File: config.mk
export PLATFORM = sky130hd
export DESIGN_NAME = vtbb_queue
export DESIGN_NICKNAME = d
export VERILOG_FILES = /design/src/rtl/assert_macros.svh /design/src/rtl/vtbb_pkg.sv /design/src/rtl/vtbb_queue.sv
export SDC_FILE = /design/constraint.sdc
export NUM_CORES = 1
export LEC_CHECK = 0
export ABC_CLOCK_PERIOD_IN_PS = 6800
export BUFFER_PORTS_ARGS = -buffer_cell sky130_fd_sc_hd__buf_2
export CORE_MARGIN = 4
export CORE_UTILIZATION = 61
export CTS_CLUSTER_DIAMETER = 30
export DETAILED_ROUTE_END_ITERATION = 10
export PLACE_DENSITY = 0.89
export SETUP_SLACK_MARGIN = 0.4
export SLEW_MARGIN = 30
export SYNTH_ARGS = -nofsm -noshare
export SYNTH_HDL_FRONTEND = slang
export SYNTH_SLANG_ARGS = --single-unit
File: constraint.sdc
create_clock -name clock -period 6.8 [get_ports clock]
set_input_delay 0.34 -clock clock [delete_from_list [all_inputs] [get_ports clock]]
set_output_delay 0.34 -clock clock [all_outputs]
set_load 0.1 [all_outputs]
File: src/rtl/assert_macros.svh
// Assertion macros used by the RTL top level to check its own behavior.
`ifndef ASSERT_MACROS_SVH
`define ASSERT_MACROS_SVH

// Check that cond implies expr in the same cycle, outside reset.
`define VTBB_ASSERT_IMPLY(label, clk, rst, cond, expr) \
   label: assert property (@(posedge clk) disable iff (rst) (cond) |-> (expr)) \
      else $error("implication check failed");

// Check that cond implies expr in the next cycle, including across reset.
`define VTBB_ASSERT_NEXT(label, clk, cond, expr) \
   label: assert property (@(posedge clk) (cond) |=> (expr)) \
      else $error("next-cycle check failed");

`endif

File: src/rtl/vtbb_pkg.sv
// Package with shared types, constants and arithmetic helpers for the vertex transform.
`timescale 1ns / 1ps
`default_nettype none

package vtbb_pkg;

   localparam int COORD_BITS = 32;
   localparam int FRAC_BITS  = 16;
   localparam int COEF_BITS  = 32;
   localparam int REG_BITS   = 2 * COEF_BITS;
   localparam int IDX_BITS   = 3;
   localparam int NUM_ROWS   = 4;
   localparam int NUM_AXES   = 3;

   localparam int PROD_W = COORD_BITS + COEF_BITS;
   localparam int SUM_W  = PROD_W + 2;
   localparam int SH_W   = SUM_W - FRAC_BITS;

   localparam int REQ_DATA_W = ((4 * COORD_BITS + 7) / 8) * 8;
   localparam int RSP_DATA_W = ((10 * COORD_BITS + 7) / 8) * 8;

   localparam int QUEUE_DEPTH    = 4;
   localparam int QUEUE_PTR_BITS = 2;
   localparam int QUEUE_CNT_BITS = 3;

   localparam logic [COEF_BITS-1:0] COEF_ONE = COEF_BITS'(1) << 16;

   localparam logic [IDX_BITS-1:0] REG_ROW0_LEFT  = 3'd0;
   localparam logic [IDX_BITS-1:0] REG_ROW0_RIGHT = 3'd1;
   localparam logic [IDX_BITS-1:0] REG_ROW1_LEFT  = 3'd2;
   localparam logic [IDX_BITS-1:0] REG_ROW1_RIGHT = 3'd3;
   localparam logic [IDX_BITS-1:0] REG_ROW2_LEFT  = 3'd4;
   localparam logic [IDX_BITS-1:0] REG_ROW2_RIGHT = 3'd5;
   localparam logic [IDX_BITS-1:0] REG_ROW3_LEFT  = 3'd6;
   localparam logic [IDX_BITS-1:0] REG_ROW3_RIGHT = 3'd7;

   typedef struct packed {
      logic                we;
      logic [IDX_BITS-1:0] index;
      logic [REG_BITS-1:0] data;
   } csr_write_type;

   typedef struct packed {
      logic [NUM_ROWS-1:0][COORD_BITS-1:0] coord;
      logic                                last;
   } entry_type;

   typedef struct packed {
      logic full;
      logic empty;
   } queue_status_type;

   function automatic logic signed [PROD_W-1:0] mul_s(
      input logic signed [COORD_BITS-1:0] a,
      input logic signed [COEF_BITS-1:0]  b
   );
      logic signed [PROD_W-1:0] ae;
      logic signed [PROD_W-1:0] be;
      ae = PROD_W'(a);
      be = PROD_W'(b);
      return ae * be;
   endfunction

   function automatic logic [COORD_BITS-1:0] shift_sat(input logic signed [SUM_W-1:0] s);
      logic [SH_W-1:0]       sh;
      logic [COORD_BITS-1:0] res;
      sh = s[SUM_W-1:FRAC_BITS];
      if ((&sh[SH_W-1:COORD_BITS-1]) || !(|sh[SH_W-1:COORD_BITS-1])) begin
         res = sh[COORD_BITS-1:0];
      end else if (sh[SH_W-1]) begin
         res = {1'b1, {(COORD_BITS-1){1'b0}}};
      end else begin
         res = {1'b0, {(COORD_BITS-1){1'b1}}};
      end
      return res;
   endfunction

endpackage

`default_nettype wire

File: src/rtl/vtbb_queue.sv
// Short queue of transformed vertices between the front and back ends.
`timescale 1ns / 1ps
`default_nettype none

module vtbb_queue (
   input  wire                               clock,
   input  wire                               reset,
   input  wire                               push,
   input  wire vtbb_pkg::entry_type          push_entry,
   input  wire                               pop,
   output vtbb_pkg::entry_type               pop_entry,
   output vtbb_pkg::queue_status_type        status
);

   vtbb_pkg::entry_type entry_ff [vtbb_pkg::QUEUE_DEPTH];

   logic [vtbb_pkg::QUEUE_PTR_BITS-1:0] wr_ptr_ff, wr_ptr_in;
   logic [vtbb_pkg::QUEUE_PTR_BITS-1:0] rd_ptr_ff, rd_ptr_in;
   logic [vtbb_pkg::QUEUE_CNT_BITS-1:0] count_ff, count_in;

   assign status.full  = (count_ff == vtbb_pkg::QUEUE_CNT_BITS'(vtbb_pkg::QUEUE_DEPTH));
   assign status.empty = (count_ff == '0);
   assign pop_entry    = entry_ff[rd_ptr_ff];

   assign wr_ptr_in = push ? wr_ptr_ff + 1'b1 : wr_ptr_ff;
   assign rd_ptr_in = pop  ? rd_ptr_ff + 1'b1 : rd_ptr_ff;
   assign count_in  = count_ff + vtbb_pkg::QUEUE_CNT_BITS'(push)
                    - vtbb_pkg::QUEUE_CNT_BITS'(pop);

   always_ff @(posedge clock) begin
      if (reset) begin
         wr_ptr_ff <= '0;
         rd_ptr_ff <= '0;
         count_ff  <= '0;
      end else begin
         wr_ptr_ff <= wr_ptr_in;
         rd_ptr_ff <= rd_ptr_in;
         count_ff  <= count_in;
      end
   end

   always_ff @(posedge clock) begin
      if (push) begin
         entry_ff[wr_ptr_ff] <= push_entry;
      end
   end

endmodule

`default_nettype wire

== Yosys cells after proc, flatten, opt, wreduce, memory -nomap -nowiden ==
Memory sizes are Yosys's and may differ from the RTL's. A register that Yosys moved wholly into a read port is not among the register bits.
Index checks and enable logic that the tools add are counted.
Word-level totals
  memories: 1
  word-level logic and storage cells: 14
  bits in latches: 0
  ROM bits: 0
  memory bits (writable): 516
  input bits: 133
  flip-flop bits (word level): 7
Memory list
  entry_ff: depth 4, width 129, rd ports 1, clocked after Yosys merged registers in 1, wr ports 1, line vtbb_queue.sv:15  | vtbb_pkg::entry_type entry_ff [vtbb_pkg::QUEUE_DEPTH];
Operators by class
  bitwise operators: 0
  multiply operators: 0
  shift-type cells: 0
  divide/modulo/power cells: 0
  reductions and logical operators: 1
  mux-type cells: 4
  equal/unequal tests: 1
  $lt $le $gt $ge: 0
  add/sub/neg operators: 4
Operator list (count)
  2-bit by 1-bit adder with 2-bit output (second input constant): 2
  2-bit 2-to-1 mux: 2
  3-bit by 1-bit adder with 3-bit output: 1
  3-bit == test (second input constant): 1
  3-bit zero test: 1
  3-bit by 1-bit subtractor with 3-bit output: 1
  1-bit 2-to-1 mux: 2

== Longest topological paths before layout ==
  depth after elaboration: 3
  mapped depth: 7
  mapped depth without buffers: 7

== Worst setup path after synthesis ==
OpenSTA, ideal clock, no wires.
  path kind: reg2reg
  start: reg wr_ptr_ff[0] (netlist bit)
  end: mem entry_ff[0][0] (netlist bit), enable pin
  arrival time: 3.503 ns
  setup time: 0.503 ns
  path slack: 2.794 ns
  clock period less this slack: 4.006 ns
  stages on the path, launching flop included: 4
  path buffers: 0
  cells stage by stage: dfxtp_1 -> inv_1 -> ha_1 -> and2_1
RTL lines
  start: declaration: line vtbb_queue.sv:17  | logic [vtbb_pkg::QUEUE_PTR_BITS-1:0] wr_ptr_ff, wr_ptr_in;
  start signal: assignment: line vtbb_queue.sv:36  | wr_ptr_ff <= wr_ptr_in;
  end: declaration: line vtbb_queue.sv:15
No word-level cell before the write port.

==> run_summary.xml <==
<?xml version="1.0" encoding="UTF-8"?>
<metrics>
  <group name="status">
    <metric name="outcome" unit="">finished, final reports clean</metric>
  </group>
  <group name="yosys">
    <metric name="synth_sequential_area_ratio" unit="%">82.2</metric>
    <metric name="ys_warn_count" unit="">0</metric>
    <metric name="netlist.top_cell.by_area" unit="">sky130_fd_sc_hd__edfxtp_1</metric>
    <metric name="syn-cell-area" unit="mm2">0.0191</metric>
    <metric name="synth.area.top_cells" unit="">sky130_fd_sc_hd__edfxtp_1, sky130_fd_sc_hd__mux4_2, sky130_fd_sc_hd__dfxtp_1</metric>
    <metric name="synth_cell_types" unit="">21</metric>
    <metric name="post-synth-top-count-cell" unit="">sky130_fd_sc_hd__edfxtp_1</metric>
    <metric name="ys.flop_type" unit="">sky130_fd_sc_hd__edfxtp_1</metric>
    <metric name="ys_seq_elements" unit="">525</metric>
    <metric name="synthTopCellsByCount" unit="">sky130_fd_sc_hd__edfxtp_1, sky130_fd_sc_hd__mux4_2, sky130_fd_sc_hd__buf_6</metric>
    <metric name="postSynth.asyncResetShare" unit="%">0</metric>
    <metric name="synth-edff-count" unit="">516</metric>
    <metric name="synthCells" unit="">715</metric>
    <metric name="netlist.area_leader.share" unit="%">81.3</metric>
    <metric name="syn_area_per_cell" unit="um2">26.7</metric>
    <metric name="postSynthNetCount" unit="">855</metric>
  </group>
  <group name="timing">
    <metric name="setup_slack" unit="ns">3.22</metric>
    <metric name="timing.final.hold_violations" unit="">0</metric>
    <metric name="fin_worst_skew" unit="ns">0.0277</metric>
    <metric name="maxSlewViolCount" unit="">0</metric>
    <metric name="slew_headroom" unit="%">43.2</metric>
    <metric name="final_setup_tns" unit="ns">0</metric>
    <metric name="post-route-min-period" unit="ns">3.58</metric>
    <metric name="max_slew.worst_pin.slew" unit="ns">0.852</metric>
    <metric name="fmax" unit="MHz">279</metric>
    <metric name="hold_ws" unit="ns">0.0273</metric>
    <metric name="timing.final.crit_share" unit="%">52.7</metric>
    <metric name="finalSetupViolations" unit="">0</metric>
    <metric name="rsz0062_at_grt" unit="">false</metric>
  </group>
  <group name="clock_network">
    <metric name="clock_path_buffers" unit="">3</metric>
    <metric name="cts.sinks" unit="">525</metric>
    <metric name="cts_inserted_buffers" unit="">80</metric>
    <metric name="clk_latency" unit="ns">0.59</metric>
    <metric name="cts-resized-gates" unit="">0</metric>
    <metric name="worst_setup_hold_path_clk_slew" unit="ns">0.05</metric>
    <metric name="tritoncts" unit="">done</metric>
    <metric name="cts_hold_buf" unit="">125</metric>
    <metric name="cts.htree.levels" unit="">3</metric>
    <metric name="cts_setup_buffers" unit="">0</metric>
    <metric name="clock_tree.root_cell" unit="">sky130_fd_sc_hd__clkbuf_16</metric>
  </group>
  <group name="final_layout">
    <metric name="non_filler_instance_count_after_layout" unit="">1635</metric>
    <metric name="finalNetCount" unit="">1310</metric>
    <metric name="post_route_cells_drive_above_1_share" unit="%">44.1</metric>
    <metric name="fill_cells" unit="">1380</metric>
    <metric name="layout.core_utilization" unit="%">81.2</metric>
    <metric name="postLayoutCellArea" unit="mm2">0.0249</metric>
    <metric name="area.growth.synth_to_final" unit="%">30.7</metric>
  </group>
  <group name="floorplan">
    <metric name="die_area" unit="mm2">0.0341</metric>
    <metric name="number_of_i_o_pins" unit="">264</metric>
    <metric name="floorplan.die.height" unit="um">185</metric>
    <metric name="core_area" unit="mm2">0.0307</metric>
    <metric name="die-width" unit="um">185</metric>
    <metric name="placement_rows" unit="">64</metric>
    <metric name="initial_core_util" unit="%">62.1</metric>
  </group>
  <group name="routing">
    <metric name="detail_route.wl_per_cell" unit="um">27.0</metric>
    <metric name="drc" unit="">0</metric>
    <metric name="vias" unit="">9599</metric>
    <metric name="drt_pass1_iterations" unit="">5</metric>
    <metric name="initialDrtViolationCount" unit="">831</metric>
    <metric name="vias_per_cell" unit="">5.87</metric>
    <metric name="drt-total-wl" unit="mm">44.1</metric>
    <metric name="antenna_violating_nets_post_route" unit="">0</metric>
  </group>
  <group name="pwr">
    <metric name="tot_pwr" unit="mW">9.55</metric>
    <metric name="static-leakage-power" unit="nW">8.67</metric>
    <metric name="power_per_cell_area" unit="mW/mm2">384</metric>
    <metric name="worst_ir_drop_vdd" unit="mV">0.242</metric>
  </group>
  <group name="worst_setup_path">
    <metric name="rrSetupSlack" unit="ns">4.42</metric>
    <metric name="critPathKind" unit="">reg -&gt; out</metric>
    <metric name="worstPathMaxFanout" unit="">41</metric>
    <metric name="startpoint_type" unit="">register</metric>
    <metric name="cp.required" unit="ns">6.46</metric>
    <metric name="critPathCaptureType" unit="">primary output</metric>
    <metric name="crit_arrival" unit="ns">3.24</metric>
    <metric name="reg2reg_depth" unit="">5</metric>
  </group>
  <group name="global_routing">
    <metric name="first_global_vias" unit="">10400</metric>
    <metric name="grt_use_total" unit="%">25.8</metric>
    <metric name="met2_grt_util" unit="%">44.6</metric>
    <metric name="busiest_layer" unit="">met2</metric>
    <metric name="grt_max_degree" unit="">69</metric>
    <metric name="overflow" unit="">0</metric>
    <metric name="antenna_found_initial" unit="">4</metric>
    <metric name="grt_util_met3" unit="%">6.56</metric>
    <metric name="gr_util_met1" unit="%">32.8</metric>
    <metric name="grt_pass1_wl" unit="mm">64.8</metric>
  </group>
  <group name="place">
    <metric name="port_buffers" unit="">263</metric>
    <metric name="dp_worst_slack" unit="ns">3.71</metric>
    <metric name="final_weighted_congestion_in_routability_driven_placement" unit="">0.727</metric>
    <metric name="numPlacedInstances" unit="">1355</metric>
    <metric name="hpwlAfterDp" unit="mm">21.5</metric>
    <metric name="placement.cell_area" unit="mm2">0.0208</metric>
  </group>
  <group name="worst_hold_path">
    <metric name="worstHoldPathCells" unit="">1</metric>
    <metric name="min-delay-path-class" unit="">in -&gt; reg</metric>
  </group>
  <group name="run">
    <metric name="max_cap_violations" unit="">0</metric>
  </group>
</metrics>
## power breakdown
group          total, mW  switching [mW]  internal (mW)  leakage, nW
Combinational       1.54            1.18          0.351         2.50
Sequential          3.79          0.0675           3.73         4.82
Clock               4.22            1.59           2.64         1.36
Total               9.55            2.84           6.71         8.67
## metal layers
layer,vias up,part of all wire [%]
li1,4037,-
met2,512,53
met3,94,8.5
met4,4,3.2
met5,-,0.059
met1,4952,35
## sequential cells by signal, indices dropped and copies added, names as in the netlist, named ones only
register / flops
entry_ff: 516
wr_ptr_ff: 2
rd_ptr_ff: 2
count_ff: 3
## worst max-delay path, cell delays in order, from the launching register on
cell and delay [ns]:
sky130_fd_sc_hd__dfxtp_4 0.84, sky130_fd_sc_hd__buf_4 0.77, sky130_fd_sc_hd__mux4_2 0.66, sky130_fd_sc_hd__buf_2 0.32
## final timing paths
path,startpoint,to
max,register,pop_entry[57]
min,push_entry[2],entry_ff[3][2]
max reg2reg,wr_ptr_ff[1],entry_ff[1][70]
min reg2reg,rd_ptr_ff[1],register
## placed cells by master, fill, tap and decap left out
cell type | Yosys | routed
sky130_fd_sc_hd__and3_1 | 1 | 1
sky130_fd_sc_hd__clkinv_4 | 0 | 3
sky130_fd_sc_hd__a21oi_1 | 1 | 1
sky130_fd_sc_hd__buf_4 | 2 | 4
sky130_fd_sc_hd__inv_16 | 0 | 2
sky130_fd_sc_hd__clkbuf_16 | 0 | 80
sky130_fd_sc_hd__fa_1 | 1 | 1
sky130_fd_sc_hd__bufinv_16 | 0 | 11
sky130_fd_sc_hd__inv_1 | 6 | 6
sky130_fd_sc_hd__and2_4 | 0 | 4
sky130_fd_sc_hd__inv_8 | 0 | 2
sky130_fd_sc_hd__a21bo_2 | 1 | 1
sky130_fd_sc_hd__mux4_2 | 129 | 129
sky130_fd_sc_hd__xor3_1 | 1 | 1
sky130_fd_sc_hd__xnor2_1 | 2 | 2
sky130_fd_sc_hd__buf_12 | 0 | 3
sky130_fd_sc_hd__clkinv_8 | 0 | 1
sky130_fd_sc_hd__nor2_1 | 5 | 5
sky130_fd_sc_hd__mux2i_1 | 1 | 1
sky130_fd_sc_hd__buf_2 | 9 | 263
sky130_fd_sc_hd__dlygate4sd3_1 | 0 | 125
sky130_fd_sc_hd__nor2b_1 | 2 | 2
sky130_fd_sc_hd__nand3b_1 | 1 | 1
sky130_fd_sc_hd__clkinv_16 | 0 | 2
sky130_fd_sc_hd__nor3_1 | 1 | 1
sky130_fd_sc_hd__edfxtp_1 | 516 | 516
sky130_fd_sc_hd__clkinvlp_4 | 0 | 5
sky130_fd_sc_hd__dfxtp_4 | 0 | 2
sky130_fd_sc_hd__dfxtp_1 | 9 | 7
sky130_fd_sc_hd__buf_6 | 13 | 4
sky130_fd_sc_hd__clkbuf_1 | 4 | 5
sky130_fd_sc_hd__ha_1 | 6 | 6
sky130_fd_sc_hd__clkinv_2 | 0 | 12
sky130_fd_sc_hd__inv_6 | 0 | 16
sky130_fd_sc_hd__diode_2 | 0 | 2
sky130_fd_sc_hd__clkinv_1 | 0 | 10
sky130_fd_sc_hd__buf_16 | 0 | 2
## cells by family after synthesis
group | count (synthesis) | synth area share (%)
AOI/OAI and AO/OA | 2 | 0.0787
xor gates and xnor gates | 3 | 0.217
adders and majority gates | 7 | 0.499
buffers and inverters | 34 | 1.28
DFF | 525 | 82.2
muxes | 130 | 15.3
and+or+nand+nor | 14 | 0.394
## area by class of cell
type	count	area, um2	area share, %
Sequential cell	525	15700	63.0
Multi-Input combinational cell	156	3150	12.7
Timing Repair Buffer	401	2760	11.1
Clock buffer	85	2020	8.11
Clock inverter	64	771	3.09
Tap cell	396	495	1.99
Inverter	6	22.5	0.0904
Antenna cell	2	5.00	0.0201
Power figures use the tool's default switching activity.
