## src/rtl/assert_macros.svh

```systemverilog
// Assertion macros used by the RTL top level to check its own behavior.
`ifndef ASSERT_MACROS_SVH
`define ASSERT_MACROS_SVH

// Check that cond implies expr in the same cycle, outside reset.
`define VTBB_ASSERT_IMPLY(label, clk, rst, cond, expr) \
   label: assert property (@(posedge clk) disable iff (rst) (cond) |-> (expr)) \
      else $error("implication check failed");

// Check that cond implies expr in the next cycle, including across reset.
`define VTBB_ASSERT_NEXT(label, clk, cond, expr) \
   label: assert property (@(posedge clk) (cond) |=> (expr)) \
      else $error("next-cycle check failed");

`endif

```

## src/rtl/vtbb_pkg.sv

```systemverilog
// Package with shared types, constants and arithmetic helpers for the vertex transform.
`timescale 1ns / 1ps
`default_nettype none

package vtbb_pkg;

   localparam int COORD_BITS = 32;
   localparam int FRAC_BITS  = 16;
   localparam int COEF_BITS  = 32;
   localparam int REG_BITS   = 2 * COEF_BITS;
   localparam int IDX_BITS   = 3;
   localparam int NUM_ROWS   = 4;
   localparam int NUM_AXES   = 3;

   localparam int PROD_W = COORD_BITS + COEF_BITS;
   localparam int SUM_W  = PROD_W + 2;
   localparam int SH_W   = SUM_W - FRAC_BITS;

   localparam int REQ_DATA_W = ((4 * COORD_BITS + 7) / 8) * 8;
   localparam int RSP_DATA_W = ((10 * COORD_BITS + 7) / 8) * 8;

   localparam int QUEUE_DEPTH    = 4;
   localparam int QUEUE_PTR_BITS = 2;
   localparam int QUEUE_CNT_BITS = 3;

   localparam logic [COEF_BITS-1:0] COEF_ONE = COEF_BITS'(1) << 16;

   localparam logic [IDX_BITS-1:0] REG_ROW0_LEFT  = 3'd0;
   localparam logic [IDX_BITS-1:0] REG_ROW0_RIGHT = 3'd1;
   localparam logic [IDX_BITS-1:0] REG_ROW1_LEFT  = 3'd2;
   localparam logic [IDX_BITS-1:0] REG_ROW1_RIGHT = 3'd3;
   localparam logic [IDX_BITS-1:0] REG_ROW2_LEFT  = 3'd4;
   localparam logic [IDX_BITS-1:0] REG_ROW2_RIGHT = 3'd5;
   localparam logic [IDX_BITS-1:0] REG_ROW3_LEFT  = 3'd6;
   localparam logic [IDX_BITS-1:0] REG_ROW3_RIGHT = 3'd7;

   typedef struct packed {
      logic                we;
      logic [IDX_BITS-1:0] index;
      logic [REG_BITS-1:0] data;
   } csr_write_type;

   typedef struct packed {
      logic [NUM_ROWS-1:0][COORD_BITS-1:0] coord;
      logic                                last;
   } entry_type;

   typedef struct packed {
      logic full;
      logic empty;
   } queue_status_type;

   function automatic logic signed [PROD_W-1:0] mul_s(
      input logic signed [COORD_BITS-1:0] a,
      input logic signed [COEF_BITS-1:0]  b
   );
      logic signed [PROD_W-1:0] ae;
      logic signed [PROD_W-1:0] be;
      ae = PROD_W'(a);
      be = PROD_W'(b);
      return ae * be;
   endfunction

   function automatic logic [COORD_BITS-1:0] shift_sat(input logic signed [SUM_W-1:0] s);
      logic [SH_W-1:0]       sh;
      logic [COORD_BITS-1:0] res;
      sh = s[SUM_W-1:FRAC_BITS];
      if ((&sh[SH_W-1:COORD_BITS-1]) || !(|sh[SH_W-1:COORD_BITS-1])) begin
         res = sh[COORD_BITS-1:0];
      end else if (sh[SH_W-1]) begin
         res = {1'b1, {(COORD_BITS-1){1'b0}}};
      end else begin
         res = {1'b0, {(COORD_BITS-1){1'b1}}};
      end
      return res;
   endfunction

endpackage

`default_nettype wire

```

## src/rtl/vtbb_back.sv

```systemverilog
// Back end: running bounding box update and the registered result stage.
`timescale 1ns / 1ps
`default_nettype none

module vtbb_back (
   input  wire                              clock,
   input  wire                              reset,
   input  wire vtbb_pkg::queue_status_type  q_status,
   input  wire vtbb_pkg::entry_type         entry,
   output logic                             pop,
   output logic                             out_valid,
   input  wire                              out_ready,
   output logic [vtbb_pkg::RSP_DATA_W-1:0]  out_data,
   output logic                             out_box_valid
);

   localparam int CB = vtbb_pkg::COORD_BITS;

   logic                                      started_ff, started_in;
   logic [vtbb_pkg::NUM_AXES-1:0][CB-1:0]     lo_ff, lo_in, lo_n;
   logic [vtbb_pkg::NUM_AXES-1:0][CB-1:0]     hi_ff, hi_in, hi_n;
   logic [vtbb_pkg::NUM_AXES-1:0][CB-1:0]     box_min, box_ext;
   logic                                      rsp_valid_ff, rsp_valid_in;
   logic [vtbb_pkg::RSP_DATA_W-1:0]           rsp_data_ff, rsp_data_in;
   logic                                      rsp_box_ff;

   assign pop = !q_status.empty && (!rsp_valid_ff || out_ready);

   always_comb begin
      for (int a = 0; a < vtbb_pkg::NUM_AXES; a++) begin
         if (!started_ff) begin
            lo_n[a] = entry.coord[a];
            hi_n[a] = entry.coord[a];
         end else begin
            lo_n[a] = ($signed(entry.coord[a]) < $signed(lo_ff[a])) ? entry.coord[a] : lo_ff[a];
            hi_n[a] = ($signed(entry.coord[a]) > $signed(hi_ff[a])) ? entry.coord[a] : hi_ff[a];
         end
         box_min[a] = entry.last ? lo_n[a] : '0;
         box_ext[a] = entry.last ? hi_n[a] - lo_n[a] : '0;
      end
      started_in = started_ff;
      lo_in      = lo_ff;
      hi_in      = hi_ff;
      if (pop) begin
         started_in = !entry.last;
         lo_in      = entry.last ? '0 : lo_n;
         hi_in      = entry.last ? '0 : hi_n;
      end
      rsp_data_in = vtbb_pkg::RSP_DATA_W'({box_ext[2], box_ext[1], box_ext[0],
                                           box_min[2], box_min[1], box_min[0],
                                           entry.coord[3], entry.coord[2],
                                           entry.coord[1], entry.coord[0]});
      rsp_valid_in = pop ? 1'b1 : (rsp_valid_ff && !out_ready);
   end

   always_ff @(posedge clock) begin
      if (reset) begin
         started_ff   <= 1'b0;
         lo_ff        <= '0;
         hi_ff        <= '0;
         rsp_valid_ff <= 1'b0;
      end else begin
         started_ff   <= started_in;
         lo_ff        <= lo_in;
         hi_ff        <= hi_in;
         rsp_valid_ff <= rsp_valid_in;
      end
   end

   always_ff @(posedge clock) begin
      if (pop) begin
         rsp_data_ff <= rsp_data_in;
         rsp_box_ff  <= entry.last;
      end
   end

   assign out_valid     = rsp_valid_ff;
   assign out_data      = rsp_data_ff;
   assign out_box_valid = rsp_box_ff;

endmodule

`default_nettype wire

```

## config.mk

```make
export PLATFORM = sky130hd
export DESIGN_NAME = vtbb_back
export DESIGN_NICKNAME = d
export VERILOG_FILES = /design/src/rtl/assert_macros.svh /design/src/rtl/vtbb_pkg.sv /design/src/rtl/vtbb_back.sv
export SDC_FILE = /design/constraint.sdc
export NUM_CORES = 1
export LEC_CHECK = 0
export BUFFER_PORTS_ARGS = -buffer_cell sky130_fd_sc_hd__buf_2
export CELL_PAD_IN_SITES_DETAIL_PLACEMENT = 0
export CELL_PAD_IN_SITES_GLOBAL_PLACEMENT = 1
export CORE_MARGIN = 5
export CORE_UTILIZATION = 30
export CTS_CLUSTER_DIAMETER = 100
export DETAILED_ROUTE_END_ITERATION = 10
export PLACE_DENSITY = 0.69
export SLEW_MARGIN = 20
export SYNTH_ARGS = -nofsm -noshare
export SYNTH_HDL_FRONTEND = slang
export SYNTH_SLANG_ARGS = --single-unit
export TNS_END_PERCENT = 20
```

## constraint.sdc

```tcl
create_clock -name clock -period 19.31 [get_ports clock]
set_input_delay 1.931 -clock clock [delete_from_list [all_inputs] [get_ports clock]]
set_output_delay 1.931 -clock clock [all_outputs]
set_load 0.02 [all_outputs]
```

# Word level (Yosys, flattened, before mapping)
# Index checks and enable logic that the tools add are counted.
dict set report word_totals {
  ff_bits 515
  input_bits 134
  elab_cells 42
}
dict set report op_classes {
  n_addsub 3
  magnitude_cmp 6
  n_mux 15
  n_reduce_logical 7
}
# op n
set op_table {}
lappend op_table {{$mux 32} 12}
lappend op_table {{$mux 96} 2}
lappend op_table {{$gt 32x32->1} 3}
lappend op_table {{$lt 32x32->1} 3}
lappend op_table {{$sub 32x32->32} 3}
lappend op_table {{$logic_not 1->1} 4}
lappend op_table {{$logic_and 1x1->1} 2}
lappend op_table {{$logic_or 1x1->1} 1}
lappend op_table {{$mux 1} 1}

# Depth between registers and ports, before layout
dict set report logic_depth {
  depth_word 4
  depth_mapped 28
}

# Least setup slack after synthesis
# No wires, ideal clock.
dict set report synth_path {
  path_kind {input to register}
  startpoint {in out_ready}
  endpoint {reg hi_ff[1] (netlist bit)}
  t_arrival_ps 11504
  required_ps 19239
  setup_slack_ps 7735
  path_stages 7
  n_path_buf 1
  path_cell_list {nand2b_1 nand2b_1 clkbuf_1 clkinv_1 o21ai_1 a22oi_1 nor2_1}
}
dict set report synth_between {
  elab_chain_cells 2
}
# element line_no
set synth_rtl {}
lappend synth_rtl {{from (decl)} vtbb_back.sv:12} ;# input wire out_ready,
lappend synth_rtl {{$logic_or 1x1->1} vtbb_back.sv:27} ;# assign pop = !q_status.empty && (!rsp_valid_ff || out_ready);
lappend synth_rtl {{$logic_and 1x1->1} vtbb_back.sv:27}
lappend synth_rtl {{net pop} vtbb_back.sv:10} ;# output logic pop,
lappend synth_rtl {{to (signal assigned)} vtbb_back.sv:65} ;# hi_ff <= hi_in;
lappend synth_rtl {{to (decl)} vtbb_back.sv:21} ;# logic [vtbb_pkg::NUM_AXES-1:0][CB-1:0] hi_ff, hi_in, hi_n;
# The timed path passes the listed nets, and every way through them passes these cells.
# A chain may end at the register's enable or synchronous reset.

# Worst setup path in the final report
dict set report layout_path {
  startpoint {in entry[96] (netlist bit)}
  endpoint {reg rsp_data_ff (netlist bit out_data[312]), data pin}
}
dict set report layout_between {
  elab_chain_cells 4
  elab_cells_between_ends 7
  classes_between {add/sub (1); order compare (2); mux (4)}
}
# element line_no
set layout_rtl {}
lappend layout_rtl {{from (decl)} vtbb_back.sv:9} ;# input wire vtbb_pkg::entry_type entry,
lappend layout_rtl {{$gt 32x32->1 or $lt 32x32->1 (tied branches)} {vtbb_back.sv:36, vtbb_back.sv:35}}
lappend layout_rtl {{$mux 32, on equally long branches} {vtbb_back.sv:36, vtbb_back.sv:35}}
lappend layout_rtl {{$mux 32} vtbb_back.sv:31} ;# if (!started_ff) begin
lappend layout_rtl {{$sub 32x32->32 *} vtbb_back.sv:39} ;# box_ext[a] = entry.last ? hi_n[a] - lo_n[a] : '0;
lappend layout_rtl {{to (signal assigned)} vtbb_back.sv:72} ;# rsp_data_ff <= rsp_data_in;
lappend layout_rtl {{to (decl)} vtbb_back.sv:24} ;# logic [vtbb_pkg::RSP_DATA_W-1:0] rsp_data_ff, rsp_data_in;
# Mark *: on every way between the ends. The rest lies on a longest branch, timed or not.

==> metrics.md <==
| Metric | Value |
|---|---|
| IO Pins | `457` |
| LEAKAGE | `0.01501 uW` |
| Post-CTS repair timing setup buffer count | `0` |
| Hold-fix buffers at CTS | `0` |
| Net count, final | `4,064` |
| Setup TNS | `0 ns` |
| Fin. Hold Viols | `0` |
| Number of global-route vias before repair | `24,400` |
| Largest fanout on the critical path | `43` |
| CTS tree | `yes` |
| Internal | `2412 uW` |
| Psw | `1037 uW` |
| RR Startpoint | `hi_ff[95]$_SDFFE_PP0P_` |
| RSZ-0062 raised after global routing | `false` |
| Flops & latches, synth | `515` |
| Synth Flop Type | `edfxtp_1` |
| Worst skew pair latency | `0.63 ns` |
| Pwr/cell area | `94.82 nW/um^2` |
| Initial Utilization | `30.23%` |
| WP data required | `19.69 ns` |
| Post-DP HPWL | `71.88 mm` |
| XOR/XNOR Fraction of Synth Area | `2.315%` |
| Status | `completed` |
| Sequential cell fraction of total power | `37.2%` |
| Worst Reg2Reg Path Length in Cells | `20` |
| Avg Inst Size Synth | `9.258 um^2` |
| Yosys cell types | `104` |
| Mux share of post-synthesis cell area | `1.889%` |
| Core Region | `100,100 um^2` |
| Clk slew on worst S/H paths | `0.06 ns` |
| Share of layout cells above drive strength 1 | `17.51%` |
| Largest net degree at the start of global routing | `124` |
| Clock Root Buffer | `clkbuf_16` |
| Max frequency | `0.1255 GHz` |
| Antenna violations before repair | `10` |
| Area grow syn2layout | `20.12%` |
| CTS max path bufs | `3` |
| # port buffers | `455` |
| TritonCTS buffer count | `68` |
| Comb pwr share | `21.0%` |
| Placed Cells | `4,889` |
| VDD IR-drop max | `0.05219 mV` |
| Clk_skew | `0.02523 ns` |
| Synth top cells by count | `546 x nor2_1, 321 x edfxtp_1, 296 x a21oi_1` |
| Post-synthesis sequential area ratio | `44.67%` |
| Ys async rst share | `0%` |
| Switching share of power | `30.06%` |
| Via count | `25,650` |
| Die ar. | `107,400 um^2` |
| Compound-Gate Fraction of Synth Area | `19.98%` |
| Slew HR | `31.07%` |
| Clock share of power | `41.8%` |
| Critical path endpoint category | `flop` |
| Global-route wire length before repair | `149.4 mm` |
| Worst setup path startpoint | `entry[96]` |
| Layout Cells excl Fill | `5,018` |
| Fill cells | `10,310` |
| Die Wd | `327.7 um` |
| Post-synth net total | `3,673` |
| Initial DRC Count | `1,847` |
| Slew Limit Fails | `0` |
| Post-Synth Adder-Cell Area | `11.40%` |
| Drt wl/cell | `19.95 um` |
| Post-CTS resize count | `0` |
| Final period util | `41.27%` |
| Die height | `327.7 um` |
| Gpl congestion | `0.9104` |
| EDFF count, synth | `321` |
| # DRC | `0` |
| Initial DRT Pass Iterations | `5` |
| Grt total ovfl | `0` |
| Synth area leader | `edfxtp_1` |
| Critical Path Sink | `out_data[312]$_SDFFCE_PN0P_` |
| Data arrival, critical path | `8.35 ns` |
| Cell Rows | `116` |
| Post-DR vias/cell | `5.111` |
| Top post-synthesis cells by area | `edfxtp_1 32%, dfxtp_1 13%, ha_1 11%, nor2_1 6.8%, a21oi_1 4.9%` |
| Hold WS | `0.4826 ns` |
| Worst-Margin Slew | `1.034 ns` |
| Post-synth top area share | `31.84%` |
| Simple-gate share of the synthesized area | `14.85%` |
| Setup violators final | `0` |
| R2R Setup Slk | `12.43 ns` |
| Post-Syn Instances | `3,270` |
| CTS sink cnt | `515` |
| Largest family of logic cells by synthesized area | `compound AO/OA/AOI/OAI gates` |
| Reg2Reg Capture Point | `out_data[312]$_SDFFCE_PN0P_` |
| CP startpoint kind | `input port` |
| Most common cell in the synthesized netlist | `nor2_1` |
| Crit Path Class | `in -> reg` |
| Htree depth | `3` |
| Max_cap viols | `0` |
| Total GRT Usage | `17.87%` |
| Ys Warns | `0` |
| Final wirelength | `100.1 mm` |
| Final min period | `7.968 ns` |
| Post-Syn Area | `30,270 um^2` |
| Min-delay worst type | `reg -> reg` |
| Remaining antenna violation count after routing | `0` |
## sequential cells by signal, indices dropped and copies added, names as in the netlist
| name | count |
|---|---|
| out_data | 320 |
| hi_ff | 96 |
| lo_ff | 96 |
| out_box_valid | 1 |
| out_valid | 1 |
| started_ff | 1 |
## placed cells by master, fill, tap and decap left out, types with 15 or more instances in the layout
cell type	synthesis	layout
ha_1	269	269
edfxtp_1	321	321
o211ai_1	21	21
nor2_1	546	544
a211oi_1	19	19
nor3_1	32	32
xor2_1	34	34
bufinv_16	0	16
mux2i_1	49	49
o21ai_0	170	170
a31oi_1	15	15
a22oi_1	113	113
o21bai_1	17	17
xnor2_1	46	46
nand2_1	233	231
buf_4	1	19
nor2b_1	15	15
nand3_1	44	44
and2_1	23	23
and3_1	15	15
nand4_1	36	36
nand2b_1	32	31
inv_1	235	234
a21oi_1	296	295
o21ai_1	16	16
clkbuf_16	0	71
a21o_1	79	79
buf_2	10	453
dfxtp_1	194	193
## metal layers
metal  wire length [um]  track usage (%)
met1              44680            23.41
met2              45760            29.25
met3               6859            4.104
met4               2759            5.927
met5                 47                0
## metrics by stage
| step | utilization, % | cell area (um^2) | power (uW) | setup slack [ns] |
|---|---|---|---|---|
| finish | 36.31 | 36360 | 3448 | 11.34 |
| global route | 36.31 | 36360 | 3620 | 10.87 |
| CTS | 36.30 | 36360 | 3498 | 11.38 |
| detailed placement | 33.77 | 33820 | 2030 | 10.70 |
| global placement | 33.77 | 33820 | 2028 | 10.76 |
| floorplan | - | 30270 | 1800 | 7.735 |
## cell type report
cell class	count	area (um^2)	area share (%)
multi-input cells	2365	15310	42.12
inverters	236	898.4	2.470
diodes	3	7.507	0.02064
flip-flops and latches	515	13520	37.19
clock inverters	40	650.6	1.789
repair buffers	475	2461	6.768
clock buffers	86	1883	5.178
well taps	1298	1624	4.466
## kinds of logic after synthesis
logic type,count (synthesis)
fa+ha+maj,277
flops,515
buf+inv,390
xor+xnor,80
mux,55
compound gates,923
simple gates,1030
## worst min-delay path by stage
stage / from / to / cells past startpoint
final: lo_ff[80]$_SDFFE_PP0P_ / lo_ff[80]$_SDFFE_PP0P_ / 2
after global routing: lo_ff[82]$_SDFFE_PP0P_ / lo_ff[82]$_SDFFE_PP0P_ / 2
after CTS: lo_ff[78]$_SDFFE_PP0P_ / lo_ff[78]$_SDFFE_PP0P_ / 2
after detailed placement: lo_ff[82]$_SDFFE_PP0P_ / lo_ff[82]$_SDFFE_PP0P_ / 2
after global placement: lo_ff[86]$_SDFFE_PP0P_ / lo_ff[86]$_SDFFE_PP0P_ / 2
after floorplan: lo_ff[39]$_SDFFE_PP0P_ / lo_ff[39]$_SDFFE_PP0P_ / 2
## critical path, cell delays in order
cell and delay [ns]:
buf_2 0.17, ha_1 0.42, nand4_1 0.23, nor4_1 0.66, a211oi_1 0.33, nor2_4 0.64, buf_4 0.51, o21ai_0 0.19
ha_1 0.41, nand2_1 0.10, nand2_1 0.07, a21o_1 0.15, o32ai_1 0.61, o211ai_1 0.37, a21oi_1 0.39, o21ai_1 0.17
o41ai_2 0.49, o21bai_1 0.17, xor2_1 0.16, and2_1 0.16
## power groups by stage
| stage | registers, uW | logic [uW] | clock network [uW] |
|---|---|---|---|
| finish | 1280 | 723 | 1440 |
| global route | 1290 | 798 | 1530 |
| CTS | 1280 | 728 | 1490 |
| detailed placement | 1310 | 724 | 0 |
| global placement | 1310 | 723 | 0 |
| floorplan | 1380 | 415 | 0 |
Note: power is estimated with default switching activity, not from simulation.
